<file path="config.mk">
export PLATFORM = sky130hd
export DESIGN_NAME = frame_skip_rate_governor_flat
export DESIGN_NICKNAME = d
export VERILOG_FILES = /design/src/design/fsrg_pkg.sv /design/src/design/fsrg_if.sv /design/src/design/fsrg_ctrl.sv /design/src/design/fsrg_datapath.sv /design/src/design/frame_skip_rate_governor.sv /design/src/flat_wrapper.sv
export SDC_FILE = /design/constraint.sdc
export NUM_CORES = 1
export LEC_CHECK = 0
export ABC_AREA = 1
export BUFFER_PORTS_ARGS = -buffer_cell sky130_fd_sc_hd__buf_2
export CORE_ASPECT_RATIO = 1.2
export CORE_MARGIN = 4
export CORE_UTILIZATION = 51
export DETAILED_ROUTE_END_ITERATION = 12
export GPL_ROUTABILITY_DRIVEN = 0
export PLACE_DENSITY_LB_ADDON = 0.08
export SKIP_CTS_REPAIR_TIMING = 1
export SYNTH_ARGS = -nofsm -noshare
export SYNTH_HDL_FRONTEND = slang
export SYNTH_HIERARCHICAL = 1
export SYNTH_SLANG_ARGS = --single-unit
</file>
<file path="constraint.sdc">
create_clock -name clk_i -period 3.8 [get_ports clk_i]
set_clock_uncertainty 0.2 [all_clocks]
set_input_delay 0.19 -clock clk_i [delete_from_list [all_inputs] [get_ports clk_i]]
set_output_delay 0.19 -clock clk_i [all_outputs]
set_load 0.01 [all_outputs]
</file>
<file path="src/design/fsrg_pkg.sv">
// Package for the frame skip rate governor: widths, constants, rate tables,
// controller states and the command/status structs. Depends on nothing.
package fsrg_pkg;

  // Field widths.
  localparam int LOAD_W   = 8;
  localparam int RATE_W   = 8;
  localparam int DIV_W    = 5;
  localparam int LVL_W    = 4;
  localparam int SKIP_W   = 5;
  localparam int HIT_W    = 3;
  localparam int STREAK_W = 2;
  localparam int THR_W    = 7;
  localparam int DCNT_W   = $clog2(RATE_W);

  // Configuration port.
  localparam int APB_AW = 3;
  localparam int APB_DW = 32;

  // Default saturation point of the skip level.
  localparam int MAX_SKIP_INDEX_DEF = 15;

  // Reset values and limits.
  localparam logic [RATE_W-1:0]   TARGET_RESET = 8'd60;
  localparam logic [RATE_W-1:0]   TARGET_60    = 8'd60;
  localparam logic [RATE_W-1:0]   TARGET_30    = 8'd30;
  localparam logic [THR_W-1:0]    THR_RESET    = 7'd80;
  localparam logic [LOAD_W-1:0]   OVER_LOAD    = 8'd100;
  localparam logic [HIT_W-1:0]    HIT_LIMIT    = 3'd5;
  localparam logic [STREAK_W:0]   STREAK_LIMIT = 3'd2;
  localparam logic [LVL_W-1:0]    LVL_CAP_60   = 4'd5;
  localparam logic [LVL_W-1:0]    LVL_CAP_30   = 4'd4;
  localparam logic [DIV_W-1:0]    DIV_ONE      = 5'd1;

  // Fixed rate and divisor tables for the 60 Hz and 30 Hz targets.
  localparam logic [RATE_W-1:0] RATES_60 [6] = '{8'd60, 8'd30, 8'd20, 8'd15, 8'd12, 8'd10};
  localparam logic [DIV_W-1:0]  DIVS_60  [6] = '{5'd1, 5'd2, 5'd3, 5'd4, 5'd5, 5'd6};
  localparam logic [RATE_W-1:0] RATES_30 [5] = '{8'd30, 8'd15, 8'd10, 8'd6, 8'd5};
  localparam logic [DIV_W-1:0]  DIVS_30  [5] = '{5'd1, 5'd2, 5'd3, 5'd5, 5'd6};

  // Controller states.
  typedef enum logic [1:0] {
    ST_IDLE,
    ST_EVAL,
    ST_DIVIDE,
    ST_HOLD
  } fsrg_state_e;

  // Commands from the controller to the datapath.
  typedef struct packed {
    logic capture;
    logic eval;
    logic div_step;
    logic out_load;
  } fsrg_cmd_t;

  // Status from the datapath to the controller.
  typedef struct packed {
    logic div_needed;
    logic div_last;
  } fsrg_sts_t;

endpackage

</file>
<file path="src/design/fsrg_if.sv">
// Valid/ready channel interfaces for frame requests and governor results.
// Depends on fsrg_pkg for the field widths.
interface fsrg_in_if;
  logic                        valid;
  logic                        ready;
  logic [fsrg_pkg::LOAD_W-1:0] cpu_load;
  logic                        slot_ready;

  modport source (output valid, output cpu_load, output slot_ready, input ready);
  modport sink   (input valid, input cpu_load, input slot_ready, output ready);
endinterface

interface fsrg_out_if;
  logic                        valid;
  logic                        ready;
  logic                        proceed;
  logic                        skipped;
  logic [fsrg_pkg::RATE_W-1:0] frame_rate;
  logic [fsrg_pkg::DIV_W-1:0]  skip_divisor;
  logic                        rate_changed;

  modport source (output valid, output proceed, output skipped, output frame_rate,
                  output skip_divisor, output rate_changed, input ready);
  modport sink   (input valid, input proceed, input skipped, input frame_rate,
                  input skip_divisor, input rate_changed, output ready);
endinterface

</file>
<file path="src/design/fsrg_ctrl.sv">
// Controller of the frame skip rate governor: sequences capture, evaluation,
// the shared divider and the output register. Depends on fsrg_pkg.
module fsrg_ctrl (
  input  logic                clk_i,
  input  logic                rst_ni,
  input  logic                in_valid_i,
  output logic                in_ready_o,
  output logic                out_valid_o,
  input  logic                out_ready_i,
  input  fsrg_pkg::fsrg_sts_t sts_i,
  output fsrg_pkg::fsrg_cmd_t cmd_o
);
  import fsrg_pkg::*;

  fsrg_state_e state_q, state_d;
  logic        out_valid_q, out_valid_d;

  // State and output-valid registers.
  always_ff @(posedge clk_i or negedge rst_ni) begin
    if (!rst_ni) begin
      state_q     <= ST_IDLE;
      out_valid_q <= 1'b0;
    end else begin
      state_q     <= state_d;
      out_valid_q <= out_valid_d;
    end
  end

  // Next state and commands.
  always_comb begin
    state_d     = state_q;
    cmd_o       = '0;
    in_ready_o  = 1'b0;
    out_valid_d = out_valid_q && !out_ready_i;
    unique case (state_q)
      ST_IDLE: begin
        in_ready_o    = 1'b1;
        cmd_o.capture = in_valid_i;
        if (in_valid_i) state_d = ST_EVAL;
      end
      ST_EVAL: begin
        cmd_o.eval = 1'b1;
        state_d    = sts_i.div_needed ? ST_DIVIDE : ST_HOLD;
      end
      ST_DIVIDE: begin
        cmd_o.div_step = 1'b1;
        if (sts_i.div_last) state_d = ST_HOLD;
      end
      ST_HOLD: begin
        // The output register is free or its word leaves this cycle.
        if (!out_valid_q || out_ready_i) begin
          cmd_o.out_load = 1'b1;
          out_valid_d    = 1'b1;
          state_d        = ST_IDLE;
        end
      end
      default: state_d = ST_IDLE;
    endcase
  end

  assign out_valid_o = out_valid_q;

  // An accepted word always goes to evaluation next.
  a_accept_eval: assert property (@(posedge clk_i) disable iff (!rst_ni)
    (in_valid_i && in_ready_o) |=> (state_q == ST_EVAL))
    else $error("accepted word did not reach evaluation");

  // Loading the output register always raises valid.
  a_load_valid: assert property (@(posedge clk_i) disable iff (!rst_ni)
    cmd_o.out_load |=> out_valid_q)
    else $error("output load without valid");

  // The last divider step leads to the output stage.
  a_div_hold: assert property (@(posedge clk_i) disable iff (!rst_ni)
    (state_q == ST_DIVIDE && sts_i.div_last) |=> (state_q == ST_HOLD))
    else $error("divider finish did not reach output stage");

endmodule

</file>
<file path="src/design/fsrg_datapath.sv">
// Datapath of the frame skip rate governor: governor state, configuration
// register, restoring divider and output register. Depends on fsrg_pkg.
module fsrg_datapath #(
  parameter int MAX_SKIP_INDEX = fsrg_pkg::MAX_SKIP_INDEX_DEF
) (
  input  logic                        clk_i,
  input  logic                        rst_ni,
  input  fsrg_pkg::fsrg_cmd_t         cmd_i,
  output fsrg_pkg::fsrg_sts_t         sts_o,
  input  logic                        cfg_we_i,
  input  logic [fsrg_pkg::RATE_W-1:0] cfg_data_i,
  output logic [fsrg_pkg::RATE_W-1:0] target_o,
  input  logic [fsrg_pkg::LOAD_W-1:0] cpu_load_i,
  input  logic                        slot_ready_i,
  output logic                        proceed_o,
  output logic                        skipped_o,
  output logic [fsrg_pkg::RATE_W-1:0] frame_rate_o,
  output logic [fsrg_pkg::DIV_W-1:0]  skip_divisor_o,
  output logic                        rate_changed_o
);
  import fsrg_pkg::*;

  localparam logic [LVL_W-1:0] LvlMax = LVL_W'(MAX_SKIP_INDEX);

  // Governor state.
  logic [RATE_W-1:0]   target_q, cur_rate_q, rate_d;
  logic [DIV_W-1:0]    cur_div_q, div_d;
  logic [SKIP_W-1:0]   skip_q, skip_d, skip_nxt;
  logic [HIT_W-1:0]    oh_q, oh_d, uh_q, uh_d, oh_inc, uh_inc;
  logic [LVL_W-1:0]    lvl_q, lvl_d, lvl_step;
  logic [STREAK_W-1:0] streak_q, streak_d;
  logic [STREAK_W:0]   streak_sum;
  logic [THR_W-1:0]    thr_q, thr_d;

  // Captured word and per-step flags.
  logic [LOAD_W-1:0] load_q;
  logic              slot_q;
  logic              proceed_q, changed_q;
  logic              proceed_d, changed_d, div_needed;
  logic              ovr, und, up, down;

  // Divider registers.
  logic [RATE_W-1:0] quo_q, quo_nxt;
  logic [DIV_W-1:0]  rem_q, rem_nxt, den_q;
  logic [DIV_W:0]    trial;
  logic [DCNT_W-1:0] dcnt_q;

  // Hit detection.
  assign ovr    = load_q > OVER_LOAD;
  assign und    = {1'b0, load_q} < {2'b00, thr_q};
  assign oh_inc = ovr ? oh_q + 1'b1 : oh_q;
  assign uh_inc = und ? uh_q + 1'b1 : uh_q;
  assign up     = oh_inc > HIT_LIMIT;
  assign down   = uh_inc > HIT_LIMIT;
  assign skip_nxt   = skip_q + 1'b1;
  assign streak_sum = {1'b0, streak_q} + {2'b00, up} + {2'b00, down};

  // One step of frame counting and governing.
  always_comb begin
    skip_d     = skip_q;
    oh_d       = oh_q;
    uh_d       = uh_q;
    lvl_d      = lvl_q;
    lvl_step   = lvl_q;
    streak_d   = streak_q;
    thr_d      = thr_q;
    rate_d     = cur_rate_q;
    div_d      = cur_div_q;
    proceed_d  = 1'b1;
    changed_d  = 1'b0;
    div_needed = 1'b0;
    if (skip_nxt < cur_div_q) begin
      skip_d = skip_nxt;
    end else if (!slot_q) begin
      proceed_d = 1'b0;
    end else begin
      skip_d = '0;
      if (!(target_q == cur_rate_q && load_q < OVER_LOAD)) begin
        if (!up && !down) begin
          oh_d = oh_inc;
          uh_d = uh_inc;
          if (!(ovr || und)) streak_d = '0;
        end else begin
          changed_d = 1'b1;
          oh_d      = '0;
          uh_d      = '0;
          if (streak_sum > STREAK_LIMIT) begin
            streak_d = '0;
            if (thr_q != '0) thr_d = thr_q - 1'b1;
          end else begin
            streak_d = streak_sum[STREAK_W-1:0];
          end
          // Level moves by one and saturates at both ends.
          if (up && !down && lvl_q < LvlMax) lvl_step = lvl_q + 1'b1;
          else if (down && !up && lvl_q != '0) lvl_step = lvl_q - 1'b1;
          if (target_q == TARGET_60) begin
            lvl_d  = (lvl_step > LVL_CAP_60) ? LVL_CAP_60 : lvl_step;
            rate_d = RATES_60[lvl_d[2:0]];
            div_d  = DIVS_60[lvl_d[2:0]];
          end else if (target_q == TARGET_30) begin
            lvl_d  = (lvl_step > LVL_CAP_30) ? LVL_CAP_30 : lvl_step;
            rate_d = RATES_30[lvl_d[2:0]];
            div_d  = DIVS_30[lvl_d[2:0]];
          end else begin
            lvl_d      = lvl_step;
            div_d      = {1'b0, lvl_step} + DIV_ONE;
            div_needed = 1'b1;
          end
        end
      end
    end
  end

  // Restoring division step: one quotient bit per cycle.
  always_comb begin
    trial = {rem_q, quo_q[RATE_W-1]};
    if (trial >= {1'b0, den_q}) begin
      rem_nxt = DIV_W'(trial - {1'b0, den_q});
      quo_nxt = {quo_q[RATE_W-2:0], 1'b1};
    end else begin
      rem_nxt = trial[DIV_W-1:0];
      quo_nxt = {quo_q[RATE_W-2:0], 1'b0};
    end
  end

  assign sts_o.div_needed = div_needed;
  assign sts_o.div_last   = (dcnt_q == DCNT_W'(RATE_W - 1));

  // Control-relevant state.
  always_ff @(posedge clk_i or negedge rst_ni) begin
    if (!rst_ni) begin
      target_q   <= TARGET_RESET;
      cur_rate_q <= TARGET_RESET;
      cur_div_q  <= DIV_ONE;
      skip_q     <= '0;
      oh_q       <= '0;
      uh_q       <= '0;
      lvl_q      <= '0;
      streak_q   <= '0;
      thr_q      <= THR_RESET;
      dcnt_q     <= '0;
    end else begin
      if (cfg_we_i) begin
        // A new target restarts the governor.
        target_q   <= cfg_data_i;
        cur_rate_q <= cfg_data_i;
        cur_div_q  <= DIV_ONE;
        oh_q       <= '0;
        uh_q       <= '0;
        lvl_q      <= '0;
      end else if (cmd_i.eval) begin
        cur_rate_q <= rate_d;
        cur_div_q  <= div_d;
        skip_q     <= skip_d;
        oh_q       <= oh_d;
        uh_q       <= uh_d;
        lvl_q      <= lvl_d;
        streak_q   <= streak_d;
        thr_q      <= thr_d;
        dcnt_q     <= '0;
      end else if (cmd_i.div_step) begin
        dcnt_q <= dcnt_q + 1'b1;
        if (sts_o.div_last) cur_rate_q <= quo_nxt;
      end
    end
  end

  // Payload registers: captured word, divider operands and output word.
  always_ff @(posedge clk_i) begin
    if (cmd_i.capture) begin
      load_q <= cpu_load_i;
      slot_q <= slot_ready_i;
    end
    if (cmd_i.eval) begin
      proceed_q <= proceed_d;
      changed_q <= changed_d;
      quo_q     <= target_q;
      rem_q     <= '0;
      den_q     <= div_d;
    end else if (cmd_i.div_step) begin
      quo_q <= quo_nxt;
      rem_q <= rem_nxt;
    end
    if (cmd_i.out_load) begin
      proceed_o      <= proceed_q;
      skipped_o      <= (skip_q != '0);
      frame_rate_o   <= cur_rate_q;
      skip_divisor_o <= cur_div_q;
      rate_changed_o <= changed_q;
    end
  end

  assign target_o = target_q;

  // The divisor in force is always between one and sixteen.
  a_div_range: assert property (@(posedge clk_i) disable iff (!rst_ni)
    (cur_div_q != '0) && (cur_div_q <= DIV_W'(16)))
    else $error("skip divisor out of range");

  // The skip level never passes its saturation point.
  a_lvl_max: assert property (@(posedge clk_i) disable iff (!rst_ni)
    lvl_q <= LvlMax)
    else $error("skip level above maximum");

  // The underload threshold only ever falls, and only by one.
  a_thr_fall: assert property (@(posedge clk_i) disable iff (!rst_ni)
    (thr_q != $past(thr_q)) |-> (thr_q == $past(thr_q) - 1'b1))
    else $error("underload threshold moved unexpectedly");

endmodule

</file>
<file path="src/design/frame_skip_rate_governor.sv">
// Frame skip rate governor. An accepted word passes the evaluation and output states
// into the output register; a new rate from the target division (8 divider steps)
// adds the divide state between them. The restoring divider gives one quotient bit
// per cycle. A new word is taken only after the last one is in the output register.
// A stalled result holds the block in its output stage until the word leaves.
// Reset: rst_ni is asynchronous and active low; target rate 60, divisor 1,
// threshold 80, all counters zero, no result pending.
module frame_skip_rate_governor #(
  parameter int MAX_SKIP_INDEX = fsrg_pkg::MAX_SKIP_INDEX_DEF
) (
  input  logic                        clk_i,
  input  logic                        rst_ni,
  input  logic                        psel,
  input  logic                        penable,
  input  logic                        pwrite,
  input  logic [fsrg_pkg::APB_AW-1:0] paddr,
  input  logic [fsrg_pkg::APB_DW-1:0] pwdata,
  output logic [fsrg_pkg::APB_DW-1:0] prdata,
  output logic                        pready,
  fsrg_in_if.sink                     in_i,
  fsrg_out_if.source                  out_o
);
  import fsrg_pkg::*;

  fsrg_cmd_t         cmd;
  fsrg_sts_t         sts;
  logic              cfg_we;
  logic              reg_hit;
  logic [RATE_W-1:0] target;

  // Register decode: the target rate answers at byte addresses zero to three.
  assign reg_hit = (paddr[APB_AW-1] == 1'b0);
  assign cfg_we  = psel && penable && pwrite && reg_hit;
  assign pready  = 1'b1;
  assign prdata  = reg_hit ? {{(APB_DW - RATE_W){1'b0}}, target} : '0;

  fsrg_ctrl u_ctrl (
    .clk_i       (clk_i),
    .rst_ni      (rst_ni),
    .in_valid_i  (in_i.valid),
    .in_ready_o  (in_i.ready),
    .out_valid_o (out_o.valid),
    .out_ready_i (out_o.ready),
    .sts_i       (sts),
    .cmd_o       (cmd)
  );

  fsrg_datapath #(
    .MAX_SKIP_INDEX (MAX_SKIP_INDEX)
  ) u_datapath (
    .clk_i          (clk_i),
    .rst_ni         (rst_ni),
    .cmd_i          (cmd),
    .sts_o          (sts),
    .cfg_we_i       (cfg_we),
    .cfg_data_i     (pwdata[RATE_W-1:0]),
    .target_o       (target),
    .cpu_load_i     (in_i.cpu_load),
    .slot_ready_i   (in_i.slot_ready),
    .proceed_o      (out_o.proceed),
    .skipped_o      (out_o.skipped),
    .frame_rate_o   (out_o.frame_rate),
    .skip_divisor_o (out_o.skip_divisor),
    .rate_changed_o (out_o.rate_changed)
  );

endmodule
</file>
<file path="src/flat_wrapper.sv">
// flat-port wrapper written by rule: the top's interface ports become plain ports
module frame_skip_rate_governor_flat import fsrg_pkg::*;
#(
  parameter int MAX_SKIP_INDEX = fsrg_pkg::MAX_SKIP_INDEX_DEF
)
  (clk_i, rst_ni, psel, penable, pwrite, paddr, pwdata, prdata, pready, in_i_valid, in_i_cpu_load, in_i_slot_ready, in_i_ready, out_o_valid, out_o_proceed, out_o_skipped, out_o_frame_rate, out_o_skip_divisor, out_o_rate_changed, out_o_ready);
  fsrg_in_if in_i_i ();
  fsrg_out_if out_o_i ();
  input  logic clk_i;
  input  logic rst_ni;
  input  logic psel;
  input  logic penable;
  input  logic pwrite;
  input  logic [fsrg_pkg::APB_AW-1:0] paddr;
  input  logic [fsrg_pkg::APB_DW-1:0] pwdata;
  output logic [fsrg_pkg::APB_DW-1:0] prdata;
  output logic pready;
  input wire logic [$bits(in_i_i.valid)-1:0] in_i_valid;
  input wire logic [$bits(in_i_i.cpu_load)-1:0] in_i_cpu_load;
  input wire logic [$bits(in_i_i.slot_ready)-1:0] in_i_slot_ready;
  output wire logic [$bits(in_i_i.ready)-1:0] in_i_ready;
  output wire logic [$bits(out_o_i.valid)-1:0] out_o_valid;
  output wire logic [$bits(out_o_i.proceed)-1:0] out_o_proceed;
  output wire logic [$bits(out_o_i.skipped)-1:0] out_o_skipped;
  output wire logic [$bits(out_o_i.frame_rate)-1:0] out_o_frame_rate;
  output wire logic [$bits(out_o_i.skip_divisor)-1:0] out_o_skip_divisor;
  output wire logic [$bits(out_o_i.rate_changed)-1:0] out_o_rate_changed;
  input wire logic [$bits(out_o_i.ready)-1:0] out_o_ready;
  assign in_i_i.valid = in_i_valid;
  assign in_i_i.cpu_load = in_i_cpu_load;
  assign in_i_i.slot_ready = in_i_slot_ready;
  assign in_i_ready = in_i_i.ready;
  assign out_o_valid = out_o_i.valid;
  assign out_o_proceed = out_o_i.proceed;
  assign out_o_skipped = out_o_i.skipped;
  assign out_o_frame_rate = out_o_i.frame_rate;
  assign out_o_skip_divisor = out_o_i.skip_divisor;
  assign out_o_rate_changed = out_o_i.rate_changed;
  assign out_o_i.ready = out_o_ready;
  frame_skip_rate_governor #(.MAX_SKIP_INDEX(MAX_SKIP_INDEX)) u_core (.clk_i(clk_i), .rst_ni(rst_ni), .psel(psel), .penable(penable), .pwrite(pwrite), .paddr(paddr), .pwdata(pwdata), .prdata(prdata), .pready(pready), .in_i(in_i_i), .out_o(out_o_i));
endmodule
</file>
Word level (Yosys, flattened, before mapping)
Memories as Yosys holds them, arrays and structs flattened.
Index checks and enable logic that the tools add are counted.
{"block": "op_classes", "n_reduce_logical": 35, "mux": 89, "n_lt_le_gt_ge": 13, "n_addsub": 11, "n_eq_ne": 19, "bitwise_logic": 8}
{"operator": "$mux 8", "n": 17}
{"operator": "$mux 5", "n": 15}
{"operator": "$mux 4", "n": 16}
{"operator": "$mux 3", "n": 16}
{"operator": "$mux 1", "n": 18}
{"operator": "$mux 2", "n": 6}
{"operator": "$ne 3x3->1 const B", "n": 4}
{"operator": "$logic_and 1x1->1", "n": 10}
{"operator": "$add 3x1->3 const B", "n": 3}
{"operator": "$eq 8x5->1 const B", "n": 1}
{"operator": "$eq 8x6->1 const B", "n": 1}
{"operator": "$eq 8x8->1", "n": 1}
{"operator": "$ge 4x4->1 const B", "n": 2}
{"operator": "$gt 4x3->1 const B", "n": 2}
{"operator": "$gt 8x7->1 const B", "n": 1}
{"operator": "$lt 8x7->1", "n": 1}
{"operator": "$lt 8x7->1 const B", "n": 1}
{"operator": "$ne 2x1->1 const B", "n": 4}
{"operator": "$not 3->4", "n": 2}
{"operator": "$pmux 2 s4", "n": 1}
{"operator": "$reduce_and 8->1", "n": 1}
{"operator": "$reduce_bool 2->1", "n": 4}
{"operator": "$reduce_and 7->1", "n": 1}
{"operator": "$reduce_bool 7->1", "n": 1}
{"operator": "31 further kinds", "n": 46}
{"block": "word_totals", "in_bits": 51, "register_bits": 96, "elab_cells": 203, "output_inout_bits": 51, "n_memories": 4, "mem_bits_ro": 208}
{"memory": "(no name shown)", "words": 8, "word_bits": 8, "rd": 1, "rd_clocked_by_memory_dff": 0, "write_ports": 0, "line": "fsrg_datapath.sv:102", "source": "rate_d = RATES_30[lvl_d[2:0]];"}
{"memory": "(no name shown)", "words": 8, "word_bits": 8, "rd": 1, "rd_clocked_by_memory_dff": 0, "write_ports": 0, "line": "fsrg_datapath.sv:98", "source": "rate_d = RATES_60[lvl_d[2:0]];"}
{"memory": "(no name shown)", "words": 8, "word_bits": 5, "rd": 1, "rd_clocked_by_memory_dff": 0, "write_ports": 0, "line": "fsrg_datapath.sv:103", "source": "div_d = DIVS_30[lvl_d[2:0]];"}
{"memory": "(no name shown)", "words": 8, "word_bits": 5, "rd": 1, "rd_clocked_by_memory_dff": 0, "write_ports": 0, "line": "fsrg_datapath.sv:99", "source": "div_d = DIVS_60[lvl_d[2:0]];"}

Logic depth before layout (Yosys ltp)
Gate-level depths: netlist of run 1.
{"block": "depth", "ltp_word": 26, "mapped_depth": 29, "mapped_depth_nobuf": 29}

Modules after synthesis
The synthesis of run 1 kept the hierarchy.
{"module": "fsrg_datapath", "n_inst": 1, "cells_each": 597, "seq_area_each_um2": 2516.2, "area_each_um2": 5331.4}
{"module": "frame_skip_rate_governor", "n_inst": 1, "cells_each": 48, "seq_area_each_um2": 0.0, "area_each_um2": 286.5}
{"module": "fsrg_ctrl", "n_inst": 1, "cells_each": 35, "seq_area_each_um2": 75.1, "area_each_um2": 250.2}

Worst setup path after synthesis of run 1
Ideal clock, no wire load.
{"block": "synth_timing", "path_kind": "reg-to-reg", "from": "reg u_core.u_datapath.thr_q[6]", "to": "reg u_core.u_datapath.den_q[1], data pin", "setup_ps": 260, "n_path_buf": 0, "path_slack_ps": 234, "arrival_time_ps": 3105, "period_less_slack_ps": 3566, "t_required_ps": 3340, "stages_incl_launch_ff": 25, "path_cell_list": "dfstp_2 -> inv_1 -> ha_1 -> nand2_2 -> nor2_1 -> nor3_4 -> nand2_2 -> nand2_2 -> nand2_4 -> nor2_8 -> nor2_4 -> nand2_4 -> nand3_1 -> nand2_2 -> inv_1 -> ha_1 -> inv_1 -> nand2_1 -> nand3_1 -> inv_1 -> ha_1 -> nand2_1 -> o21ai_0 -> o21bai_2 -> nand2_1"}
{"block": "synth_via", "elab_chain_cells": 23, "word_cells_on_any_way": 34, "cone_classes": "1 x add/sub; 4 x order compare; 19 x mux; 2 x bitwise; 6 x reduce/logical; 2 x memory"}
{"element": "from (decl)", "line": "fsrg_datapath.sv:33", "source": "logic [THR_W-1:0] thr_q, thr_d;"}
{"element": "from (signal assigned)", "line": "fsrg_datapath.sv:159", "source": "thr_q <= thr_d;"}
{"element": "$lt 8x7->1 *", "line": "fsrg_datapath.sv:50", "source": "assign und = {1'b0, load_q} < {2'b00, thr_q};"}
{"element": "$mux 3 *", "line": "fsrg_datapath.sv:52", "source": "assign uh_inc = und ? uh_q + 1'b1 : uh_q;"}
{"element": "$gt 3x3->1 *", "line": "fsrg_datapath.sv:54", "source": "assign down = uh_inc > HIT_LIMIT;"}
{"element": "$logic_and 1x1->1 or $logic_not 1->1 (tied branches)", "line": "fsrg_datapath.sv:95, fsrg_datapath.sv:79, fsrg_datapath.sv:94"}
{"element": "$logic_and 1x1->1 (on tied branches)", "line": "fsrg_datapath.sv:95, fsrg_datapath.sv:94"}
{"element": "$mux 4 or $logic_and 1x1->1 (tied branches)", "line": "fsrg_datapath.sv:95, fsrg_datapath.sv:94"}
{"element": "$mux 4", "line": "fsrg_datapath.sv:94", "source": "if (up && !down && lvl_q < LvlMax) lvl_step = lvl_q + 1'b1;"}
{"element": "$mux 4", "line": "fsrg_datapath.sv:79", "source": "if (!up && !down) begin"}
{"element": "[... 7 more ...]"}
{"element": "$mux 5 (not written as such) (2 in series)", "line": "fsrg_datapath.sv:103"}
{"element": "$mux 5", "line": "fsrg_datapath.sv:100", "source": "end else if (target_q == TARGET_30) begin"}
{"element": "$mux 5", "line": "fsrg_datapath.sv:96", "source": "if (target_q == TARGET_60) begin"}
{"element": "$mux 5 *", "line": "fsrg_datapath.sv:79"}
{"element": "$mux 5 *", "line": "fsrg_datapath.sv:78", "source": "if (!(target_q == cur_rate_q && load_q < OVER_LOAD)) begin"}
{"element": "$mux 5 *", "line": "fsrg_datapath.sv:74", "source": "end else if (!slot_q) begin"}
{"element": "$mux 5 *", "line": "fsrg_datapath.sv:72", "source": "if (skip_nxt < cur_div_q) begin"}
{"element": "via u_core.u_datapath.div_d[1]", "line": "fsrg_datapath.sv:27", "source": "logic [DIV_W-1:0] cur_div_q, div_d;"}
{"element": "to (signal assigned)", "line": "fsrg_datapath.sv:179", "source": "den_q <= div_d;"}
{"element": "to (decl)", "line": "fsrg_datapath.sv:44", "source": "logic [DIV_W-1:0] rem_q, rem_nxt, den_q;"}
Mark *: on every way through the listed nets, which the timed path passes. The rest lies on a longest branch. The select of a mux whose other input is x is not followed.
A chain may end at the register's enable or synchronous reset.

Worst setup path after layout of run 1
{"block": "layout_timing", "from": "reg u_core.u_datapath.thr_q[4]", "to": "reg u_core.u_datapath.den_q[1], data pin"}
Same word-level chain as after synthesis.

==> qor.txt, run 1 <==
Setup WS pre-CTS -> 0.00704 ns
Die H -> 126 um
Row Count -> 42
total wire length -> 13300 um
# H-tree levels -> 3
Hold WC Path Type -> input port to register
layout cells sized above 1 -> 24.1%
kind of critical path -> register to register
# DRC -> 0
min Tclk post-route -> 3.71 ns
Clock transition at path regs -> 0.06 ns
clock sinks -> 96
Cell Area, Synth -> 5870 um^2
first-pass GRT wire length -> 21400 um
Antenna Cells -> 0
Worst-Margin Slew -> 0.760 ns
Syn-to-layout area delta -> 21.5%
wire per inst -> 14.1 um
Pleak -> 3.35 nW
TritonCTS clock tree -> done
fillers -> 939
Final ANT Viol Nets -> 0
Max stage delay cell, worst path -> dfstp_2
Critical Path Max Stage Delay -> 0.55 ns
count of final hold-check violations -> 0
critical path cell sequence -> inv_2, ha_4, a21oi_4, nor2_4, nor3_4, buf_4, nand3b_1, nand2_4, nor2_8, nor2_4, nand2_4, nand3_1, nand2_2, ha_4, inv_1, nand2_2, nand3_2, inv_2, ha_4, nand2_1, o21ai_1, o21bai_2, nand2_1
CTS Buf Count -> 9
core area -> 11100 um^2
status -> complete, no violations
Clk Latency, worst-skew pair -> 0.34 ns
Root Buffer -> clkbuf_16
final worst-path cycle share -> 97.6%
asr flop ratio synth -> 53.1%
Crit path top cell by count -> ha_4
worst hold slack -> 0.0248 ns
Max Cap Violations -> 0
min setup slack post-route -> 0.0927 ns
Starting Density -> 52.7%
Nets -> 874
die span in x -> 106 um
pin count of the biggest net entering global routing -> 30
PD cells -> 749 nW/um^2
Max Clock Freq -> 0.270 GHz
Synth Instances -> 680
detailed placer's ending HPWL -> 9740 um
WP buf/inv -> 4
CTS Buffer Depth -> 2
post-DR vias/cell -> 5.09
first drt pass iteration count -> 5
sequential-to-total area share from yosys stat -> 44.2%
DRC marker count from the first detailed-route iteration -> 296
vias -> 4801
Yosys cell types -> 50
VDD IR max -> 303 uV
antenna violations before repair -> 0
Critical Path RT -> 3.69 ns
Die ar. -> 13300 um^2
total global routing overflow -> 0
arrival time at the worst endpoint -> 3.60 ns
max_slew headroom -> 48.9%
Top FF cell, synth -> edfxtp_1
Yosys Warn Count -> 6
GRT Total Usage -> 19.7%
most common cell after layout, fill and taps aside -> nand2_1
# IOs -> 102
CP top delay family -> simple AND/OR/NAND/NOR gates
Crit Path Max Fanout -> 6
vias in the first global route -> 4578
port buffer count -> 50
Syn Area/Cell -> 8.63 um^2
Pins Over Slew Limit -> 0
Setup Viol. Count Final -> 0
#FFs+latches synth -> 96
Final Util -> 64.0%
Startpoint Class -> register
CP Capture Type -> register
most frequent cells in the layout -> nand2_1, inv_1, buf_2, o21ai_0, nor2_1
RSZ-0062 raised after global routing -> yes
Post-synth EDFFs -> 40
-- per-layer routing --
metal	up-vias	track usage (%)	wire [um]
li1	2398	-	-
met4	0	5.49	194
met3	21	3.71	457
met2	101	35.4	6910
met5	-	0	0
met1	2281	24.0	5740
-- layout make-up --
type / count / area (um^2) / share of cell area [%]
Inverter: 105 / 397 / 5.56
Sequential cell: 96 / 2590 / 36.4
Tap cell: 154 / 193 / 2.70
Timing Repair Buffer: 105 / 708 / 9.94
Multi-Input combinational cell: 467 / 2960 / 41.5
Clock inverter: 2 / 15.0 / 0.211
Clock buffer: 14 / 264 / 3.70
-- where the power goes --
| group | switching [mW] | internal (mW) |
|---|---|---|
| combinational | 1.68 | 1.02 |
| clock | 0.372 | 0.481 |
| sequential | 0.228 | 1.55 |
-- registers in the layout (all words and copies together) (netlist names), 5 cells and up --
name and count:
u_core/u_datapath/thr_q 7, u_core/u_datapath/cur_div_q 5, u_core/u_datapath/skip_q 5, u_core/u_datapath/frame_rate_o 8, u_core/u_datapath/quo_q 8, u_core/u_datapath/load_q 8, u_core/u_datapath/cur_rate_q 8, u_core/u_datapath/rem_q 5
u_core/u_datapath/skip_divisor_o 5, u_core/u_datapath/den_q 5, u_core/u_datapath/target_o 8
-- cells by family (layout without fill, tap and decap cells) --
family          count (synthesis)  after routing  share of synthesized area, %
flops                          96             96                          44.2
buf+inv                       140            226                          10.8
fa+ha+maj                      39             39                          8.44
mux                             2              2                         0.384
xor+xnor                       26             26                          3.88
other cells                     2             25                         0.128
compound gates                103            103                          9.92
simple gates                  272            272                          22.3
-- tightest hold or removal path, cell delays in order --
cell     delay [ns]
buf_2          0.08
inv_1          0.04
nand2_2        0.06
nand4_1        0.09
nand2_1        0.07
-- path summary, 6_finish.rpt --
check | start | end | slack (ns) | cells after the start
min | in_i_valid | u_core/u_ctrl/state_q[1] | 0.02 | 5
min in group asynchronous | rst_ni | u_core/u_datapath/target_o[7] | 0.19 | 2
min reg2reg | u_core/u_datapath/changed_q | u_core/u_datapath/rate_changed_o | 0.22 | 0
max in group asynchronous | rst_ni | u_core/u_datapath/thr_q[6] | 2.38 | 3
max reg2reg | u_core/u_datapath/thr_q[4] | u_core/u_datapath/den_q[1] | 0.09 | 23
max | u_core/u_datapath/thr_q[4] | u_core/u_datapath/den_q[1] | 0.09 | 23
-- synthesized netlist by cell type (3+ instances only) --
master / count / area, um^2
dfrtp_1: 40 / 1000
a21oi_1: 22 / 110
a32o_1: 3 / 30.0
nand2_1: 128 / 480
nand3b_1: 3 / 22.5
dfstp_2: 11 / 289
nand3_1: 35 / 175
nand4_1: 11 / 68.8
nor3_1: 9 / 45.0
edfxtp_1: 40 / 1200
o21ai_1: 12 / 60.1
dfxtp_1: 5 / 100
nand2_4: 3 / 33.8
o21ai_0: 46 / 230
clkbuf_1: 7 / 26.3
buf_4: 26 / 195
inv_1: 100 / 375
nor2_1: 46 / 173
ha_1: 38 / 475
nand3_2: 3 / 30.0
o22ai_1: 7 / 43.8
xor2_1: 21 / 184
a22oi_1: 5 / 37.5
inv_2: 5 / 18.8
xnor2_1: 5 / 43.8
nand2_2: 13 / 81.3
nor2_2: 7 / 43.8
-- through the flow --
stage / instance area, um^2 / std cells / power (mW) / setup TNS [ns]
3_3_place_gp: 6300 / 891 / 4.11 / 0
3_5_place_dp: 6300 / 891 / 4.19 / 0
2_1_floorplan: 5950 / 703 / 3.52 / 0
4_1_cts: 6580 / 907 / 5.07 / -0.00304
6_report: 7130 / 943 / 5.34 / 0
5_1_grt: 7130 / 943 / 5.79 / -0.201
(Power assumes the default switching activity.)
==> inputs of run 2 (changes only) <==
--- a/config.mk
+++ b/config.mk
@@ -13,6 +13,7 @@
 export DETAILED_ROUTE_END_ITERATION = 12
 export GPL_ROUTABILITY_DRIVEN = 0
 export PLACE_DENSITY_LB_ADDON = 0.08
+export REMOVE_ABC_BUFFERS = 1
 export SKIP_CTS_REPAIR_TIMING = 1
 export SYNTH_ARGS = -nofsm -noshare
 export SYNTH_HDL_FRONTEND = slang
==> qor.txt, run 2 (synthesis results as in run 1) <==
wire per inst -> 14.4 um (was 14.1 um)
core area -> 11100 um^2 (unchanged)
Clock transition at path regs -> 0.06 ns (about the same)
fillers -> 945 (was 939)
first drt pass iteration count -> 4 (was 5)
Setup Viol. Count Final -> 0 (unchanged)
VDD IR max -> 339 uV (was 303 uV)
Pins Over Slew Limit -> 0 (unchanged)
CTS Buffer Depth -> 2 (unchanged)
Worst-Margin Slew -> 1.09 ns (was 0.760 ns)
Critical path origin -> u_core/u_datapath/thr_q[4] (unchanged)
clock sinks -> 96 (unchanged)
vias -> 4768 (was 4801)
# H-tree levels -> 3 (unchanged)
min Tclk post-route -> 3.66 ns (was 3.71 ns)
Area after DPL -> 6300 um^2 (about the same)
Row Count -> 42 (unchanged)
worst reg2reg setup slack -> 0.14 ns (was 0.09 ns)
GRT Total Usage -> 20.4% (was 19.7%)
layout cells sized above 1 -> 23.8% (was 24.1%)
TritonCTS clock tree -> done (unchanged)
Pleak -> 3.33 nW (was 3.35 nW)
# IOs -> 102 (unchanged)
CP Capture Type -> register (unchanged)
CTS Buf Count -> 9 (unchanged)
Die H -> 126 um (unchanged)
most frequent cells in the layout -> nand2_1, inv_1, buf_2, o21ai_0, nor2_1 (unchanged)
Antenna Cells -> 0 (unchanged)
pin count of the biggest net entering global routing -> 27 (was 30)
Crit Path Max Fanout -> 6 (unchanged)
Hold Startpoint -> in_i_valid (unchanged)
max_slew headroom -> 27.1% (was 48.9%)
Setup crit end -> u_core/u_datapath/thr_q[5] (was u_core/u_datapath/den_q[1])
area occupied by multi-input gates -> 2940 um^2 (was 2960 um^2)
count of final hold-check violations -> 0 (unchanged)
Nets -> 871 (was 874)
port buffer count -> 50 (unchanged)
vias in the first global route -> 4665 (was 4578)
setup_tns -> 0 ns (unchanged)
total global routing overflow -> 0 (unchanged)
first-pass GRT wire length -> 21900 um (was 21400 um)
Final ANT Viol Nets -> 0 (unchanged)
status -> complete, no violations (unchanged)
PD cells -> 745 nW/um^2 (was 749 nW/um^2)
Syn-to-layout area delta -> 20.6% (was 21.5%)
DRC marker count from the first detailed-route iteration -> 290 (was 296)
Clk Latency, worst-skew pair -> 0.34 ns (about the same)
Final Util -> 63.5% (was 64.0%)
Reg-to-Reg Start -> u_core/u_datapath/thr_q[4] (unchanged)
total wire length -> 13600 um (was 13300 um)
design area -> 7070 um^2 (was 7130 um^2)
detailed placer's ending HPWL -> 9990 um (was 9740 um)
Startpoint Class -> register (unchanged)
total power -> 5.27 mW (was 5.34 mW)
FF-to-FF path depth -> 22 (was 23)
Reg2Reg Capture Point -> u_core/u_datapath/thr_q[5] (was u_core/u_datapath/den_q[1])
most common cell after layout, fill and taps aside -> nand2_1 (unchanged)
Starting Density -> 52.7% (unchanged)
antenna violations before repair -> 0 (unchanged)
Max Clock Freq -> 0.273 GHz (was 0.270 GHz)
Hold WC Path Type -> input port to register (unchanged)
die span in x -> 106 um (unchanged)
Die ar. -> 13300 um^2 (unchanged)
Max Cap Violations -> 0 (unchanged)
post-DR vias/cell -> 5.07 (was 5.09)
Root Buffer -> clkbuf_16 (unchanged)
kind of critical path -> register to register (unchanged)
storage element area -> 2590 um^2 (unchanged)
Critical Path RT -> 3.87 ns (was 3.69 ns)
arrival time at the worst endpoint -> 3.73 ns (was 3.60 ns)
# DRC -> 0 (unchanged)
final worst-path cycle share -> 96.3% (was 97.6%)
-- run 2: metrics by stage --
step	instances	setup slack, ns	hold slack (ns)
finish	940	0.141	0.0512
global route	940	-0.0835	0.0805
CTS	906	-0.0216	-0.295
detailed placement	890	0.00790	0.0690
global placement	890	0.0871	0.0624
floorplan	668	0.234	-0.306
-- run 2: metal layers --
layer / up-vias / wire (um) / track usage, %
li1: 2390 / - / -
met1: 2234 / 5670 / 25.2
met2: 115 / 7080 / 36.3
met3: 29 / 543 / 3.45
met4: 0 / 283 / 6.48
met5: - / 0 / 0
-- run 2: worst max-delay path, cell delays in order (launching register included) --
cell      delay [ns]
dfstp_2         0.54
inv_2           0.05
ha_4            0.16
a21oi_4         0.15
nor2_4          0.06
nor3_4          0.23
nand2_2         0.11
nand2_2         0.10
nand2_4         0.07
nor2_8          0.19
xor2_1          0.19
ha_2            0.20
inv_2           0.04
o21ai_4         0.06
inv_2           0.06
ha_4            0.24
a21oi_2         0.11
buf_4           0.14
o211ai_4        0.10
nor2_2          0.13
nand3_2         0.09
nor3_2          0.20
xor2_1          0.14
-- run 2: area by class of cell --
type                       instances  share of cell area (%)
multi-input combinational        467                    41.6
tap                              154                    2.72
clock buffer                      13                    3.40
timing repair buffer             102                    9.78
clock inverter                     3                   0.283
inverter                         105                    5.61
sequential                        96                    36.6
-- run 2: worst min-delay path by stage --
| stage | end | slack (ns) | depth (start not counted) |
|---|---|---|---|
| after global placement | u_core/u_datapath/target_o[6] | 0.06 | 1 |
| after global routing | u_core/u_ctrl/state_q[1] | 0.08 | 5 |
| after detailed placement | u_core/u_datapath/target_o[1] | 0.07 | 1 |
| final | u_core/u_ctrl/state_q[1] | 0.05 | 5 |
| after CTS | u_core/u_datapath/cur_rate_q[6] | -0.29 | 1 |
| after floorplan | u_core/u_ctrl/out_valid_o | -0.31 | 0 |
-- run 2: power by group --
| group | switching (mW) | internal [mW] |
|---|---|---|
| Clock | 0.370 | 0.444 |
| Combinational | 1.67 | 0.996 |
| Sequential | 0.232 | 1.56 |
